[src/hw/rtl/cfr_pkg.sv]
// cfr_pkg: shared constants and types of the command frame receiver.
// Holds the default coordinate size, the register map and the register struct.
// No dependencies.
`timescale 1ns / 1ps
`default_nettype none

package cfr_pkg;

	// Default number of bytes per coordinate (legal range 1..4)
	localparam int CFR_COORD_BYTES = 2;

	// Configuration port geometry
	localparam int CFG_IDX_W  = 3;
	localparam int CFG_DATA_W = 16;

	// Register map
	typedef enum logic [CFG_IDX_W-1:0] {
		REG_HEADER_WORD    = 3'd0,
		REG_ACK_CODE       = 3'd1,
		REG_NACK_CODE      = 3'd2,
		REG_STATUS_QUERY   = 3'd3,
		REG_SET_ACTIVE     = 3'd4,
		REG_CLEAR_ACTIVE   = 3'd5,
		REG_ACTIVE_VALUE   = 3'd6,
		REG_INACTIVE_VALUE = 3'd7
	} cfr_reg_t;

	// Register file contents as seen by the frame logic
	typedef struct packed {
		logic [15:0] header_word;
		logic [7:0]  ack_code;
		logic [7:0]  nack_code;
		logic [7:0]  status_query_code;
		logic [7:0]  set_active_code;
		logic [7:0]  clear_active_code;
		logic [7:0]  active_status_value;
		logic [7:0]  inactive_status_value;
	} cfr_cfg_t;

endpackage

`default_nettype wire

[src/hw/rtl/command_frame_receiver.sv]
// command_frame_receiver: byte-serial header/command/target frame receiver.
// Output: each result is registered and presented in the cycle after its input byte transfer.
// Throughput: one byte per cycle while in_stall is low; the single state update per byte
// sits between the state registers and the output register.
// Reset: phase idle, byte counter at COORD_BYTES, status and all codes zero;
// the frame byte store is not cleared and is always written before it is read.
`timescale 1ns / 1ps
`default_nettype none

module command_frame_receiver
	import cfr_pkg::*;
#(
	parameter int COORD_BYTES = CFR_COORD_BYTES
) (
	input  wire logic                  clk,
	input  wire logic                  arst_n,
	// configuration write port
	input  wire logic                  cfg_we,
	input  wire logic [CFG_IDX_W-1:0]  cfg_index,
	input  wire logic [CFG_DATA_W-1:0] cfg_data,
	// received bytes
	input  wire logic                  in_valid,
	output logic                       in_stall,
	input  wire logic [7:0]            rx_byte,
	// results
	output logic                       out_valid,
	input  wire logic                  out_stall,
	output logic                       tx_valid,
	output logic [7:0]                 tx_byte,
	output logic                       target_valid,
	output logic [15:0]                target_x,
	output logic [15:0]                target_y,
	output logic [15:0]                target_z,
	output logic                       rotation_valid,
	output logic signed [7:0]          rotation,
	output logic [7:0]                 status_byte
);

	// Frame store geometry: three coordinates of COORD_BYTES bytes each
	localparam int FRAME_LEN = 3 * COORD_BYTES;
	localparam int IDX_W     = $clog2(FRAME_LEN);
	localparam int BL_W      = $clog2(COORD_BYTES + 1);
	// Only the low 16 bits of a coordinate are delivered
	localparam int OUT_BYTES = (COORD_BYTES < 2) ? COORD_BYTES : 2;

	typedef enum logic [6:0] {
		PH_IDLE   = 7'b0000001,
		PH_HDR_LO = 7'b0000010,
		PH_CMD    = 7'b0000100,
		PH_X      = 7'b0001000,
		PH_Y      = 7'b0010000,
		PH_Z      = 7'b0100000,
		PH_ROT    = 7'b1000000
	} cfr_phase_t;

	cfr_cfg_t cfg;

	cfr_cfg_regs u_cfg_regs (
		.clk       (clk),
		.arst_n    (arst_n),
		.cfg_we    (cfg_we),
		.cfg_index (cfg_index),
		.cfg_data  (cfg_data),
		.cfg       (cfg)
	);

	// ---------------------------------------------------------------------
	// Handshake: the output register parts the two sides. Stall the input
	// only while a result sits in the output register and is itself stalled.
	// ---------------------------------------------------------------------
	logic in_acc;
	logic out_valid_q;

	assign in_stall = out_valid_q && out_stall;
	assign in_acc   = in_valid && !in_stall;

	// ---------------------------------------------------------------------
	// State registers
	// ---------------------------------------------------------------------
	cfr_phase_t       phase_q, phase_n;
	logic [BL_W-1:0]  bytes_left_q, bytes_left_n;
	logic [IDX_W-1:0] write_index_q, write_index_n;
	logic [7:0]       status_q, status_n;
	logic [7:0]       frame_q [FRAME_LEN];

	// Per-byte outcome
	logic             coord_step;
	logic             frame_we;
	logic             tx_v, tgt_v, rot_v;
	logic [7:0]       tx_b;
	logic [7:0]       frame_nx [FRAME_LEN];
	logic [15:0]      coord [3];

	always_comb begin
		phase_n       = phase_q;
		bytes_left_n  = bytes_left_q;
		write_index_n = write_index_q;
		status_n      = status_q;
		coord_step    = 1'b0;
		frame_we      = 1'b0;
		tx_v          = 1'b0;
		tx_b          = '0;
		tgt_v         = 1'b0;
		rot_v         = 1'b0;

		unique case (phase_q)
			PH_HDR_LO: begin
				// Mismatch on the low byte keeps waiting for the low byte
				if (rx_byte == cfg.header_word[7:0]) begin
					phase_n = PH_CMD;
				end else begin
					tx_v = 1'b1;
					tx_b = cfg.nack_code;
				end
			end
			PH_CMD: begin
				// Priority: status query, then set, then clear
				if (rx_byte == cfg.status_query_code) begin
					tx_v = 1'b1;
					tx_b = status_q;
				end else if (rx_byte == cfg.set_active_code) begin
					status_n = cfg.active_status_value;
				end else if (rx_byte == cfg.clear_active_code) begin
					status_n = cfg.inactive_status_value;
				end else begin
					// Not a command: this byte opens the target frame as x
					phase_n    = PH_X;
					coord_step = 1'b1;
				end
			end
			PH_X, PH_Y, PH_Z: begin
				coord_step = 1'b1;
			end
			PH_ROT: begin
				rot_v   = 1'b1;
				phase_n = PH_IDLE;
			end
			PH_IDLE: begin
				if (rx_byte == cfg.header_word[15:8]) begin
					phase_n = PH_HDR_LO;
				end else begin
					tx_v = 1'b1;
					tx_b = cfg.nack_code;
				end
			end
			default: begin
				// Unknown phase code behaves as idle
				phase_n = PH_IDLE;
				if (rx_byte == cfg.header_word[15:8]) begin
					phase_n = PH_HDR_LO;
				end else begin
					tx_v = 1'b1;
					tx_b = cfg.nack_code;
				end
			end
		endcase

		// Coordinate byte: store, count down, ack on the last byte
		if (coord_step) begin
			frame_we      = 1'b1;
			write_index_n = write_index_q + IDX_W'(1);
			bytes_left_n  = bytes_left_q - BL_W'(1);
			if (bytes_left_q == BL_W'(1)) begin
				bytes_left_n = BL_W'(COORD_BYTES);
				tx_v         = 1'b1;
				tx_b         = cfg.ack_code;
				if (phase_q == PH_Z) begin
					write_index_n = '0;
					tgt_v         = 1'b1;
					phase_n       = PH_ROT;
				end else if (phase_q == PH_Y) begin
					phase_n = PH_Z;
				end else begin
					// x done, whether entered from the command phase or not
					phase_n = PH_Y;
				end
			end
		end
	end

	// Frame bytes as they stand after this byte, so the last z byte is seen
	always_comb begin
		for (int i = 0; i < FRAME_LEN; i++) begin
			frame_nx[i] = (frame_we && (write_index_q == IDX_W'(i))) ? rx_byte : frame_q[i];
		end
	end

	// Little-endian assembly, low 16 bits only
	always_comb begin
		for (int c = 0; c < 3; c++) begin
			coord[c] = '0;
			for (int k = 0; k < OUT_BYTES; k++) begin
				coord[c][8*k +: 8] = frame_nx[c*COORD_BYTES + k];
			end
		end
	end

	always_ff @(posedge clk or negedge arst_n) begin
		if (!arst_n) begin
			phase_q       <= PH_IDLE;
			bytes_left_q  <= BL_W'(COORD_BYTES);
			write_index_q <= '0;
			status_q      <= '0;
		end else if (in_acc) begin
			phase_q       <= phase_n;
			bytes_left_q  <= bytes_left_n;
			write_index_q <= write_index_n;
			status_q      <= status_n;
		end
	end

	// Frame store: one write port, no reset
	always_ff @(posedge clk) begin
		if (in_acc && frame_we) begin
			frame_q[write_index_q] <= rx_byte;
		end
	end

	// ---------------------------------------------------------------------
	// Output register: load on an input transfer, drop once taken
	// ---------------------------------------------------------------------
	logic              tx_valid_q;
	logic [7:0]        tx_byte_q;
	logic              target_valid_q;
	logic [15:0]       target_x_q, target_y_q, target_z_q;
	logic              rotation_valid_q;
	logic signed [7:0] rotation_q;
	logic [7:0]        status_byte_q;

	always_ff @(posedge clk or negedge arst_n) begin
		if (!arst_n) begin
			out_valid_q <= 1'b0;
		end else if (in_acc) begin
			out_valid_q <= 1'b1;
		end else if (!out_stall) begin
			out_valid_q <= 1'b0;
		end
	end

	always_ff @(posedge clk) begin
		if (in_acc) begin
			tx_valid_q       <= tx_v;
			tx_byte_q        <= tx_b;
			target_valid_q   <= tgt_v;
			target_x_q       <= tgt_v ? coord[0] : 16'd0;
			target_y_q       <= tgt_v ? coord[1] : 16'd0;
			target_z_q       <= tgt_v ? coord[2] : 16'd0;
			rotation_valid_q <= rot_v;
			rotation_q       <= rot_v ? $signed(rx_byte) : 8'sd0;
			status_byte_q    <= status_n;
		end
	end

	assign out_valid      = out_valid_q;
	assign tx_valid       = tx_valid_q;
	assign tx_byte        = tx_byte_q;
	assign target_valid   = target_valid_q;
	assign target_x       = target_x_q;
	assign target_y       = target_y_q;
	assign target_z       = target_z_q;
	assign rotation_valid = rotation_valid_q;
	assign rotation       = rotation_q;
	assign status_byte    = status_byte_q;

	// ---------------------------------------------------------------------
	// Assertions
	// ---------------------------------------------------------------------

	// A delivered triple always comes with the ack of its last coordinate
	assert property (@(posedge clk) disable iff (!arst_n)
		(out_valid_q && target_valid_q) |-> (tx_valid_q && tx_byte_q == cfg.ack_code))
		else $error("target delivered without ack");

	// Triple and rotation belong to different bytes
	assert property (@(posedge clk) disable iff (!arst_n)
		out_valid_q |-> !(target_valid_q && rotation_valid_q))
		else $error("target and rotation in one result");

	// Completing the triple rewinds the frame store and waits for rotation
	assert property (@(posedge clk) disable iff (!arst_n)
		(in_acc && tgt_v) |=> (write_index_q == '0 && phase_q == PH_ROT))
		else $error("frame not rewound after triple");

	// The rotation byte returns the block to idle
	assert property (@(posedge clk) disable iff (!arst_n)
		(in_acc && phase_q == PH_ROT) |=> (phase_q == PH_IDLE && rotation_valid_q))
		else $error("rotation byte did not close the frame");

	// The byte counter never rests at zero
	assert property (@(posedge clk) disable iff (!arst_n)
		bytes_left_q != '0)
		else $error("coordinate byte counter at zero");

endmodule

`default_nettype wire

[src/hw/rtl/cfr_cfg_regs.sv]
// cfr_cfg_regs: configuration register file of the command frame receiver.
// Decodes the write port and holds the code registers; depends on cfr_pkg.
`timescale 1ns / 1ps
`default_nettype none

module cfr_cfg_regs
	import cfr_pkg::*;
(
	input  wire logic                  clk,
	input  wire logic                  arst_n,
	input  wire logic                  cfg_we,
	input  wire logic [CFG_IDX_W-1:0]  cfg_index,
	input  wire logic [CFG_DATA_W-1:0] cfg_data,
	output cfr_cfg_t                   cfg
);

	cfr_cfg_t cfg_q;

	always_ff @(posedge clk or negedge arst_n) begin
		if (!arst_n) begin
			cfg_q <= '0;
		end else if (cfg_we) begin
			unique case (cfr_reg_t'(cfg_index))
				REG_HEADER_WORD:    cfg_q.header_word           <= cfg_data;
				REG_ACK_CODE:       cfg_q.ack_code              <= cfg_data[7:0];
				REG_NACK_CODE:      cfg_q.nack_code             <= cfg_data[7:0];
				REG_STATUS_QUERY:   cfg_q.status_query_code     <= cfg_data[7:0];
				REG_SET_ACTIVE:     cfg_q.set_active_code       <= cfg_data[7:0];
				REG_CLEAR_ACTIVE:   cfg_q.clear_active_code     <= cfg_data[7:0];
				REG_ACTIVE_VALUE:   cfg_q.active_status_value   <= cfg_data[7:0];
				REG_INACTIVE_VALUE: cfg_q.inactive_status_value <= cfg_data[7:0];
			endcase
		end
	end

	assign cfg = cfg_q;

endmodule

`default_nettype wire
[config.mk]
export PLATFORM = sky130hd
export DESIGN_NAME = command_frame_receiver
export DESIGN_NICKNAME = d
export VERILOG_FILES = /design/src/hw/rtl/cfr_pkg.sv /design/src/hw/rtl/command_frame_receiver.sv /design/src/hw/rtl/cfr_cfg_regs.sv
export SDC_FILE = /design/constraint.sdc
export NUM_CORES = 1
export LEC_CHECK = 0
export ABC_AREA = 1
export BUFFER_PORTS_ARGS = -buffer_cell sky130_fd_sc_hd__buf_4
export CORE_MARGIN = 2
export CORE_UTILIZATION = 40
export CTS_CLUSTER_DIAMETER = 100
export DETAILED_ROUTE_END_ITERATION = 16
export GPL_ROUTABILITY_DRIVEN = 0
export SLEW_MARGIN = 20
export SYNTH_ARGS = -nofsm -noshare
export SYNTH_HDL_FRONTEND = slang
export SYNTH_SLANG_ARGS = --single-unit
[constraint.sdc]
create_clock -name clk -period 6.2 [get_ports clk]
set_input_delay 0 -clock clk [delete_from_list [all_inputs] [get_ports clk]]
set_output_delay 0 -clock clk [all_outputs]
set_load 0.05 [all_outputs]
# Yosys cells after proc, flatten, opt, wreduce, memory -nomap -nowiden
# Memories as Yosys holds them, arrays and structs flattened. A register that Yosys moved wholly into a read port is not among the register bits.
# Cells that the tools add are included.
# totals
regBits	120
ramBits	48
input_bits	32
output_inout_bits	77
n_memories	1
# op_classes
n_addsub	2
eq_ne	21
n_mux	43
reduce_logical	22
# mem_list
name	words	width	rd	rd_ports_with_merged_regs	write_ports	line	source
frame_q	6	8	6	6	1	command_frame_receiver.sv:84	logic [7:0] frame_q [FRAME_LEN];
# op_table
op	n
two-way mux 8 bit	9
two-way mux 7 bit	8
equality test 8 bit	5
case mux 7 bit (5 select lines)	1
case mux 8 bit (3 select lines)	1
AND reduction 2 bit	9
two-way mux 1 bit	17
equality test 3 bit (second input constant)	4
equality test 7 x 1 -> 1 bit (second input constant)	1
equality test 7 x 2 -> 1 bit (second input constant)	1
equality test 7 x 3 -> 1 bit (second input constant)	1
equality test 7 x 4 -> 1 bit (second input constant)	1
equality test 7 x 5 -> 1 bit (second input constant)	1
equality test 7 x 6 -> 1 bit (second input constant)	1
equality test 7 bit (second input constant)	1
logical NOT 1 bit	7
equality test 3 x 2 -> 1 bit (second input constant)	2
two-way mux 3 bit	2
two-way mux 6 bit	1
two-way mux 2 bit	2
OR reduction 4 bit	1
adder 3 x 1 -> 3 bit (second input constant)	1
equality test 3 x 1 -> 1 bit (second input constant)	1
logical AND 1 bit	3
7 further kinds	7

# Depth between registers and ports, before layout
# Gate-level depths: netlist (run 1).
# logic_depth
ltp_word	9
mapped_depth	16
mapped_depth_nobuf	15

# Modules after synthesis
# A second synthesis (run 1) with hierarchy kept.
# hier_totals
cells_unflattened	1161
area_unflattened_um2	10246.1
# modules_own_cells
mod	instances	cells_per_inst	area_each_um2	seq_area_each_um2
command_frame_receiver	1	831	7380.8	4221.5
cfr_cfg_regs	1	330	2865.2	1801.7

# Least setup slack after synthesis (run 1)
# Ideal clock, no wire load.
# synth_path
path_kind	register to register
start	register out_valid_q, in the netlist out_valid
end	register rotation_q[0], in the netlist rotation[0], enable pin
arrival_ns	2.793
required_ns	5.798
setup_slack_ns	3.005
stages_incl_launch_ff	6
period_less_slack_ns	3.195
path_cell_list	dfrtp_1 > nand2_1 > inv_1 > nor2_1 > clkbuf_1 > buf_2
# synth_between
elab_chain_len	3
# synth_rtl
item	line	source
start: declaration	command_frame_receiver.sv:72	logic out_valid_q;
start signal: assignment	command_frame_receiver.sv:232	out_valid_q <= 1'b0;
start signal: assignment	command_frame_receiver.sv:234	out_valid_q <= 1'b1;
start signal: assignment	command_frame_receiver.sv:236	out_valid_q <= 1'b0;
logical AND 1 bit	command_frame_receiver.sv:74	assign in_stall = out_valid_q && out_stall;
net in_stall	command_frame_receiver.sv:23	output logic in_stall,
logical NOT 1 bit	command_frame_receiver.sv:75	assign in_acc = in_valid && !in_stall;
logical AND 1 bit	command_frame_receiver.sv:75	
net in_acc	command_frame_receiver.sv:71	logic in_acc;
end signal: assignment	command_frame_receiver.sv:249	rotation_q <= rot_v ? $signed(rx_byte) : 8'sd0;
end: declaration	command_frame_receiver.sv:227	logic signed [7:0] rotation_q;
# The timed path passes the listed nets, and every way through them passes these cells.
# A chain may end at the register's enable or synchronous reset.

# Worst setup path after layout (run 1)
# layout_path
start	register phase_q[2]
end	memory frame_q[5][6], enable pin
# layout_between
elab_chain_len	7
elab_cells_between_ends	10
classes_between	4 x eq/ne; 4 x mux; 2 x reduce/logical
# layout_rtl
item	line	source
start: declaration	command_frame_receiver.sv:80	cfr_phase_t phase_q, phase_n;
start signal: assignment	command_frame_receiver.sv:205	phase_q <= phase_n;
equality test 7 x 6 -> 1 bit (tied with other cells)	command_frame_receiver.sv:106	unique case (phase_q)
OR reduction 3 bit	command_frame_receiver.sv:106	
case mux 1 bit (2 select lines) (*)	command_frame_receiver.sv:106	
two-way mux 1 bit (*)	command_frame_receiver.sv:159	if (coord_step) begin
logical AND 1 bit (*)	command_frame_receiver.sv:214	if (in_acc && frame_we) begin
two-way mux 1 bit (*)	command_frame_receiver.sv:214	
two-way mux 1 bit (implied by the code) (*)	command_frame_receiver.sv:215	frame_q[write_index_q] <= rx_byte;
end: declaration	command_frame_receiver.sv:84	
# Mark *: on every way between the ends. The rest lies on a longest branch, timed or not.

==> impl_metrics.env, run 1 <==
export IMPL_status="complete, no violations"
export IMPL_intPower_mw=2.72
export IMPL_yosysTopAreaCell="edfxtp_1"
export IMPL_design_core_area_sq_um=24200
export IMPL_seqPwrFrac=0.471
export IMPL_setup_violations=0
export IMPL_vias_per_cell=4.59
export IMPL_cellLeakagePower_nw=5.67
export IMPL_ys_types=33
export IMPL_final_util=0.492
export IMPL_rsz0062_at_grt="no"
export IMPL_dp_cells=1473
export IMPL_critPathMaxStageDelay_ns=0.81
export IMPL_grt_first_pass_wirelength_microns=34700
export IMPL_synthAdderAreaFrac=0.00639
export IMPL_finalNetCount=1239
export IMPL_numCtsBuffers=24
export IMPL_slew_headroom=0.288
export IMPL_synth_edf_count=123
export IMPL_synth_top_family_by_area="simple AND/OR/NAND/NOR gates"
export IMPL_syn_nets=1109
export IMPL_antenna_found_initial=0
export IMPL_cts_tree="built"
export IMPL_clock_skew_ns=0.0122
export IMPL_ys_warn_count=0
export IMPL_slew_violations=0
export IMPL_avgSynthCellArea_sq_um=9.13
export IMPL_cts_sinks=216
export IMPL_cp_max_fo=9
export IMPL_drcViolationCount=0
export IMPL_place_area_sq_um=10900
export IMPL_drv_cap=0
export IMPL_wl_per_cell_microns=14.0
export IMPL_synthMuxAreaShare=0.00920
export IMPL_place_hpwl_microns=14200
export IMPL_clockBufferDepth=3
export IMPL_num_vias=7085
export IMPL_instances_no_fill=1543
export IMPL_async_reset_ff_frac=0.431
export IMPL_crit_path_end_kind="register"
export IMPL_dieWidth_microns=160
export IMPL_synth_ff_type="edfxtp_1"
export IMPL_yosysTopAreaCellShare=0.377
export IMPL_syn_cell_area_sq_um=9790
export IMPL_hp_class="primary input to register"
export IMPL_cts_hold_buf=27
export IMPL_timing_hold_ws_ns=0.0206
export IMPL_clock_power_share=0.360
export IMPL_synth_commonest_cells="nand2_1, nor2_1, inv_1"
export IMPL_p_comb_frac=0.169
export IMPL_drt_total_wl_microns=21600
export IMPL_synth_xor_area_frac=0.00805
export IMPL_final_hold_viol_count=0
export IMPL_ys_seq_area_frac=0.615
export IMPL_setup_slack_ns=3.34
export IMPL_cp_cell_sequence="inv_2, nand2_1, nor2_2, nand4_2, nand2_1, nor2_1, nand2_4, nand2_1, nor2_1, inv_1, nor3_1"
export IMPL_die_area_sq_um=25700
export IMPL_cts_root_buf="clkbuf_16"
export IMPL_fillCellCount=2322
export IMPL_min_period_ns=2.86
export IMPL_ios=109
export IMPL_grt_max_degree=52
export IMPL_yosysMostFrequentCell="nand2_1"
export IMPL_grt_overflow=0
export IMPL_syn2layout_area_growth_pct=21.6
export IMPL_peakVddDrop_v=0.000160
export IMPL_setup_worst_path_class="register to register"
export IMPL_n_antenna_cell=0
export IMPL_final_area_sq_um=11900
export IMPL_power_switching_mw=1.09
export IMPL_grt_usage=0.168
export IMPL_route_antenna_remaining_nets=0
export IMPL_rows=57
export IMPL_first_pass_iters=5
export IMPL_finalCritPeriodShare=0.461
export IMPL_io_buffer_count=108
export IMPL_path_clk_slew_ns=0.06
export IMPL_insertion_delay_ns=0.52
export IMPL_die_y_microns=160
export IMPL_synth_area_leaders="edfxtp_1, dfrtp_1, nand2_1"
export IMPL_drive_above_1_share=0.159
export IMPL_post_cts_buffers=0
export IMPL_first_global_vias=6587
export IMPL_setup_tns_ns=0
export IMPL_start_util=0.405
export IMPL_htreeDepth=1
export IMPL_worstMarginPinSlew_ns=1.06
export IMPL_start_kind="register"
export IMPL_cp_common_cell="nand2_1"
export IMPL_cp_data_arrival_time_ns=2.99
export IMPL_cellPowerDensity_nw_per_um2=320
export IMPL_synth_compound_area_share=0.0557
export IMPL_post_place_ws_ns=3.28
export IMPL_cp_top_family="simple AND/OR/NAND/NOR gates"
export IMPL_critPathSlowestCell="nor3_1"
export IMPL_ys_seq_elements=216
export IMPL_fmax_ghz=0.350
export IMPL_drt_iter0_drc=414
export IMPL_total_power_mw=3.81
export IMPL_synth_simple_area_share=0.229
export IMPL_path_buf_inv=2
export IMPL_synthCells=1072
export IMPL_cts_resized=0
export IMPL_cp_required_ns=6.34
export IMPL_switching_share=0.285
-- metal layers --
metal / vias to the layer above / GRT usage / part of all wire / routed length, microns
li1: 3632 / - / - / -
met5: - / 0 / 0 / 0
met4: 0 / 0.0430 / 0.019 / 406
met1: 3270 / 0.229 / 0.47 / 10200
met2: 154 / 0.284 / 0.47 / 10100
met3: 29 / 0.0258 / 0.040 / 875
-- state kept, by name, summed over array words and instances, names as in the netlist --
signal          count
write_index_q       3
target_x           16
status_q            8
u_cfg_regs.cfg     72
frame_q            48
rotation            8
out_valid           1
target_z           16
tx_valid            1
target_y           16
status_byte         8
target_valid        1
tx_byte             8
rotation_valid      1
bytes_left_q        2
phase_q             7
-- tightest hold or removal path: cells and delay by family --
| kind | cells | cell delay [ns] |
|---|---|---|
| simple gates | 2 | 0.21 |
| buf+inv | 2 | 0.19 |
| compound gates | 1 | 0.11 |
-- cell usage in the layout, fill, tap and decap left out, types with 7 or more instances in the layout --
master / synthesis / layout
nand2_1: 347 / 347
nor2_1: 140 / 139
inv_1: 138 / 138
edfxtp_1: 123 / 123
buf_4: 6 / 111
o21ai_0: 92 / 92
dfrtp_1: 91 / 91
dlygate4sd3_1: 0 / 27
clkbuf_16: 0 / 25
nand3_1: 11 / 11
inv_2: 10 / 10
nand4_1: 8 / 8
o211ai_1: 8 / 8
or2_0: 8 / 8
mux2_2: 8 / 8
nor2_2: 7 / 7
xnor2_1: 7 / 7
-- kinds of logic (layout without fill, tap and decap cells) --
family / count (synthesis) / in the layout
buf+inv: 182 / 329
simple gates: 548 / 548
xor+xnor: 9 / 9
compound gates: 104 / 104
flops: 216 / 216
fa+ha+maj: 5 / 5
mux: 8 / 8
-- power by group through the flow --
stage	combinational (mW)	sequential [mW]	clock, mW
floorplan	0.337	1.91	0
global placement	0.627	1.82	0
detailed placement	0.633	1.82	0
CTS	0.652	1.79	1.40
global route	0.724	1.82	1.46
finish	0.643	1.80	1.37
-- cell type report --
| class | count | area, sq um | share of cell area |
|---|---|---|---|
| multi-input combinational | 674 | 3050 | 0.256 |
| tap | 324 | 405 | 0.0341 |
| clock inverter | 9 | 78.8 | 0.00662 |
| inverter | 148 | 556 | 0.0467 |
| timing repair buffer | 138 | 1100 | 0.0927 |
| sequential | 216 | 6020 | 0.506 |
| clock buffer | 34 | 689 | 0.0579 |
-- path summary, 6_finish.rpt --
path | start | end | slack, ns | cells past startpoint
min reg2reg | status_q[3]$_DFFE_PN0P_ | status_q[3]$_DFFE_PN0P_ | 0.48 | 2
min in group asynchronous | arst_n | u_cfg_regs.cfg[52]$_DFFE_PN0P_ | 0.03 | 2
min | in_valid | bytes_left_q[1]$_DFFE_PN1P_ | 0.02 | 5
max in group asynchronous | arst_n | phase_q[5]$_DFFE_PN0P_ | 5.12 | 3
max reg2reg | phase_q[2]$_DFFE_PN0P_ | frame_q[5][6]$_DFFE_PP_ | 3.34 | 11
max | phase_q[2]$_DFFE_PN0P_ | frame_q[5][6]$_DFFE_PP_ | 3.34 | 11
Note: power is estimated with default switching activity, not from simulation.
==> run 2, diff against run 1 <==
clock period = 2.5 ns   (was 6.2 ns; I/O delays follow)
==> impl_metrics.env, run 2 (synthesized netlist as in run 1, its figures left out) <==
export IMPL_slew_headroom=0.452
export IMPL_ios=109
export IMPL_layout_cells_most_common="nand2_1"
export IMPL_seqPwrFrac=0.462
export IMPL_wl_per_cell_microns=14.4
export IMPL_largest_reg_flops=72
export IMPL_final_util=0.504
export IMPL_peakVddDrop_v=0.000657
export IMPL_grt_usage=0.177
export IMPL_clockBufferDepth=3
export IMPL_place_area_sq_um=11100
export IMPL_p_comb_frac=0.169
export IMPL_fillCellCount=2258
export IMPL_path_clk_slew_ns=0.06
export IMPL_die_y_microns=160
export IMPL_numCtsBuffers=24
export IMPL_drcViolationCount=0
export IMPL_clock_power_share=0.369
export IMPL_vias_per_cell=4.57
export IMPL_cp_data_arrival_time_ns=2.48
export IMPL_worstMarginPinSlew_ns=0.819
export IMPL_cp_required_ns=2.73
export IMPL_intPower_mw=6.89
export IMPL_place_hpwl_microns=15200
export IMPL_start_kind="register"
export IMPL_num_vias=7168
export IMPL_layout_common_cells="nand2_1, nor2_1, inv_1, buf_4, edfxtp_1"
export IMPL_rows=57
export IMPL_cp_max_fo=8
export IMPL_syn2layout_area_growth_pct=24.4
export IMPL_slew_violations=0
export IMPL_multi_input_area_sq_um=3080
export IMPL_instances_no_fill=1569
export IMPL_route_antenna_remaining_nets=0
export IMPL_first_global_vias=6752
export IMPL_hp_class="primary input to register"
export IMPL_register_area_sq_um=6020
export IMPL_cts_sinks=216
export IMPL_timing_hold_ws_ns=0.0307
export IMPL_cellPowerDensity_nw_per_um2=792
export IMPL_setup_worst_path_class="register to register"
export IMPL_cts_root_buf="clkbuf_16"
export IMPL_rsz0062_at_grt="no"
export IMPL_clock_skew_ns=0.0186
export IMPL_final_area_sq_um=12200
export IMPL_dieWidth_microns=160
export IMPL_status="complete, no violations"
export IMPL_first_pass_iters=5
export IMPL_finalNetCount=1264
export IMPL_drive_above_1_share=0.181
export IMPL_finalCritPeriodShare=0.897
export IMPL_grt_overflow=0
export IMPL_dp_cells=1495
export IMPL_setup_violations=0
export IMPL_final_hold_viol_count=0
export IMPL_cts_tree="built"
export IMPL_io_buffer_count=108
export IMPL_grt_first_pass_wirelength_microns=36500
export IMPL_grt_max_degree=75
export IMPL_design_core_area_sq_um=24200
export IMPL_n_antenna_cell=0
export IMPL_drv_cap=0
export IMPL_fmax_ghz=0.446
export IMPL_die_area_sq_um=25700
export IMPL_power_switching_mw=2.76
export IMPL_drt_iter0_drc=402
export IMPL_cellLeakagePower_nw=5.80
export IMPL_htreeDepth=1
export IMPL_antenna_found_initial=0
export IMPL_start_util=0.405
export IMPL_min_period_ns=2.24
export IMPL_drt_total_wl_microns=22600
export IMPL_crit_path_end_kind="register"
export IMPL_switching_share=0.286
export IMPL_insertion_delay_ns=0.52
[run 2: cell types whose count changed in the layout (fill, tap and decap cells not counted), sizes merged]
cell	change
buf	+24
nor2	+1
clkbuf	-2
bufinv	+2
clkinv	-2
clkinvlp	+3
[run 2: routing by layer]
| layer | wire length (microns) | share of wire | track usage |
|---|---|---|---|
| met4 | 552 | 0.024 | 0.0438 |
| met2 | 10500 | 0.46 | 0.293 |
| met1 | 10400 | 0.46 | 0.245 |
| met5 | 0 | 0 | 0 |
| met3 | 1230 | 0.054 | 0.0284 |
[run 2: worst max-delay path: stages, from the launching register on]
cell,delay (ns)
dfrtp_1,0.40
inv_2,0.09
nand2_1,0.09
nor2_2,0.17
nand4_1,0.16
nand2_1,0.09
nor2_1,0.07
nand2_4,0.09
buf_6,0.14
nand2_2,0.10
inv_2,0.12
nand2_2,0.09
nor3_2,0.18
buf_6,0.17
[run 2: power by group through the flow]
stage | Clock (mW) | Combinational, mW | Sequential [mW]
after global placement | 0 | 1.58 | 4.51
after global routing | 3.78 | 1.83 | 4.51
after detailed placement | 0 | 1.60 | 4.53
final | 3.56 | 1.63 | 4.46
after CTS | 3.64 | 1.65 | 4.46
after floorplan | 0 | 0.844 | 4.75
[run 2: layout make-up]
class / instances / area share
multi-input combinational: 675 / 0.253
clock buffer: 32 / 0.0534
tap: 324 / 0.0333
timing repair buffer: 162 / 0.108
inverter: 148 / 0.0456
sequential: 216 / 0.495
clock inverter: 12 / 0.0123
[run 2: per-stage QoR]
step                total power, mW  TNS (ns)  setup slack (ns)
floorplan                      5.59         0            0.0271
global placement               6.09         0            0.0853
detailed placement             6.13  -0.00213          -0.00213
CTS                            9.75         0            0.0112
global route                   10.1         0            0.0353
finish                         9.65         0             0.258
[run 2: path summary, 6_finish.rpt]
check / start / end / cells after the start / slack [ns]
min in group asynchronous: arst_n / u_cfg_regs.cfg[52]$_DFFE_PN0P_ / 2 / 0.04
min: in_valid / bytes_left_q[1]$_DFFE_PN1P_ / 5 / 0.03
max reg2reg: phase_q[2]$_DFFE_PN0P_ / frame_q[2][5]$_DFFE_PP_ / 13 / 0.26
max in group asynchronous: arst_n / write_index_q[0]$_DFFE_PN0P_ / 3 / 1.80
max: phase_q[2]$_DFFE_PN0P_ / frame_q[2][5]$_DFFE_PP_ / 13 / 0.26
min reg2reg: status_q[7]$_DFFE_PN0P_ / status_q[7]$_DFFE_PN0P_ / 2 / 0.48
[run 2: timing repair]
item,4_1_cts,5_1_grt
gates resized for setup,0,6
hold buffers,27,0
cloned,1,0
pin swaps,1,3
buffers inserted,0,2
endpoints found under the hold margin,176,0
setup endpoints to repair,1,48
==> run 3, diff against run 2 <==
CORE_MARGIN = 1.5   (was 2)
==> impl_metrics.env, run 3 (synthesized netlist as in run 1, its figures left out) <==
export IMPL_fmax_ghz=0.441
export IMPL_post_cts_buffers=0
export IMPL_drive_above_1_share=0.175
export IMPL_clockBufferDepth=3
export IMPL_drcViolationCount=0
export IMPL_rsz0062_at_grt="no"
export IMPL_route_antenna_remaining_nets=0
export IMPL_insertion_delay_ns=0.51
export IMPL_switching_share=0.286
export IMPL_dp_cells=1495
export IMPL_layout_common_cells="nand2_1, nor2_1, inv_1, buf_4, edfxtp_1"
export IMPL_slew_violations=0
export IMPL_htreeDepth=1
export IMPL_cellPowerDensity_nw_per_um2=783
export IMPL_largest_reg_flops=72
export IMPL_slew_headroom=0.434
export IMPL_timing_hold_ws_ns=0.0161
export IMPL_cts_sinks=216
export IMPL_instances_no_fill=1564
export IMPL_io_buffer_count=108
export IMPL_die_area_sq_um=25400
export IMPL_first_global_vias=6768
export IMPL_seqPwrFrac=0.471
export IMPL_drt_iter0_drc=346
export IMPL_crit_path_end_kind="register"
export IMPL_grt_first_pass_wirelength_microns=35700
export IMPL_drv_cap=0
export IMPL_start_util=0.405
export IMPL_status="complete, no violations"
export IMPL_grt_usage=0.176
export IMPL_setup_violations=0
export IMPL_wl_per_cell_microns=14.4
export IMPL_clock_skew_ns=0.0110
export IMPL_first_pass_iters=5
export IMPL_layout_cells_most_common="nand2_1"
export IMPL_die_y_microns=159
export IMPL_cellLeakagePower_nw=5.78
export IMPL_p_comb_frac=0.173
export IMPL_path_clk_slew_ns=0.06
export IMPL_syn2layout_area_growth_pct=23.7
export IMPL_intPower_mw=6.77
export IMPL_cp_data_arrival_time_ns=2.48
export IMPL_worstMarginPinSlew_ns=0.848
export IMPL_start_kind="register"
export IMPL_ios=109
export IMPL_hp_class="primary input to register"
export IMPL_finalNetCount=1260
export IMPL_final_hold_viol_count=0
export IMPL_cp_required_ns=2.71
export IMPL_reg2reg_from="phase_q[6]$_DFFE_PN0P_"
export IMPL_min_period_ns=2.27
export IMPL_cts_tree="built"
export IMPL_n_antenna_cell=0
export IMPL_dieWidth_microns=159
export IMPL_total_power_mw=9.48
export IMPL_numCtsBuffers=24
export IMPL_clock_power_share=0.356
export IMPL_place_hpwl_microns=15100
export IMPL_rows=57
export IMPL_power_switching_mw=2.71
export IMPL_setup_tns_ns=0
export IMPL_vias_per_cell=4.59
export IMPL_finalCritPeriodShare=0.908
export IMPL_grt_overflow=0
export IMPL_grt_max_degree=85
export IMPL_design_core_area_sq_um=24200
export IMPL_crit_start="phase_q[6]$_DFFE_PN0P_"
export IMPL_peakVddDrop_v=0.000494
export IMPL_cp_max_fo=8
export IMPL_drt_total_wl_microns=22500
export IMPL_holdCritStartpoint="rx_byte[5]"
export IMPL_setup_worst_path_class="register to register"
export IMPL_cts_root_buf="clkbuf_16"
export IMPL_num_vias=7185
export IMPL_antenna_found_initial=0
[run 3: cell count changes in the layout (fill, tap and decap cells not counted), moves of 2 or more]
cell	delta
bufinv_16	-2
clkinvlp_4	-3
dlygate4sd3_1	-2
nand2_1	+2
nand2_2	-2
nor3_2	-2
nor3_4	+2
[run 3: layout make-up]
class,instances,area [sq um]
Timing Repair Buffer,158,1280
Multi-Input combinational cell,675,3090
Sequential cell,216,6020
Clock buffer,35,693
Fill cell,2175,12100
Inverter,148,556
Tap cell,324,405
Clock inverter,8,65.1
[run 3: power groups by stage]
stage | clock network, mW | registers, mW | logic, mW
final | 3.37 | 4.47 | 1.64
after global routing | 3.59 | 4.52 | 1.84
after CTS | 3.45 | 4.46 | 1.65
after detailed placement | 0 | 4.52 | 1.60
after global placement | 0 | 4.51 | 1.58
after floorplan | 0 | 4.75 | 0.844
[run 3: worst max-delay path, cell delays in order, from the launching register on]
cell and delay (ns):
dfrtp_1 0.38, inv_2 0.09, nand3_1 0.12, inv_1 0.12, nand4_1 0.15, nor2_2 0.15
nand2_2 0.08, nand2_4 0.08, nand2_1 0.07, buf_4 0.16, nor2_1 0.13, inv_1 0.11
nor3_2 0.13, buf_4 0.19
[run 3: path summary, 6_finish.rpt]
| kind | to | slack [ns] | cells past startpoint |
|---|---|---|---|
| min reg2reg | u_cfg_regs.cfg[54]$_DFFE_PN0P_ | 0.48 | 2 |
| max in group asynchronous | phase_q[0]$_DFFE_PN1P_ | 1.71 | 3 |
| min in group asynchronous | u_cfg_regs.cfg[48]$_DFFE_PN0P_ | 0.05 | 2 |
| max reg2reg | frame_q[3][3]$_DFFE_PP_ | 0.23 | 13 |
| max | frame_q[3][3]$_DFFE_PP_ | 0.23 | 13 |
| min | rotation[5]$_SDFFCE_PN0P_ | 0.02 | 3 |
[run 3: per-stage QoR]
stage          area (sq um)   util  setup WS, ns
6_report              12100  0.501         0.230
5_1_grt               12100  0.501       0.00357
4_1_cts               12100  0.499       0.00272
3_5_place_dp          11100  0.458        0.0577
3_3_place_gp          11100  0.458         0.109
2_1_floorplan          9830      -        0.0271
[run 3: what timing repair did]
item | in CTS | in global routing
gates resized for setup | 0 | 5
hold buffers | 25 | 0
endpoints found under the setup margin | 0 | 69
hold endpoints to repair | 131 | 0
[run 3: metal layers]
layer,GRT usage,part of all wire,vias to the layer above
li1,-,-,3677
met1,0.241,0.47,3297
met2,0.293,0.46,175
met3,0.0242,0.044,36
met4,0.0502,0.024,0
met5,0,0,-
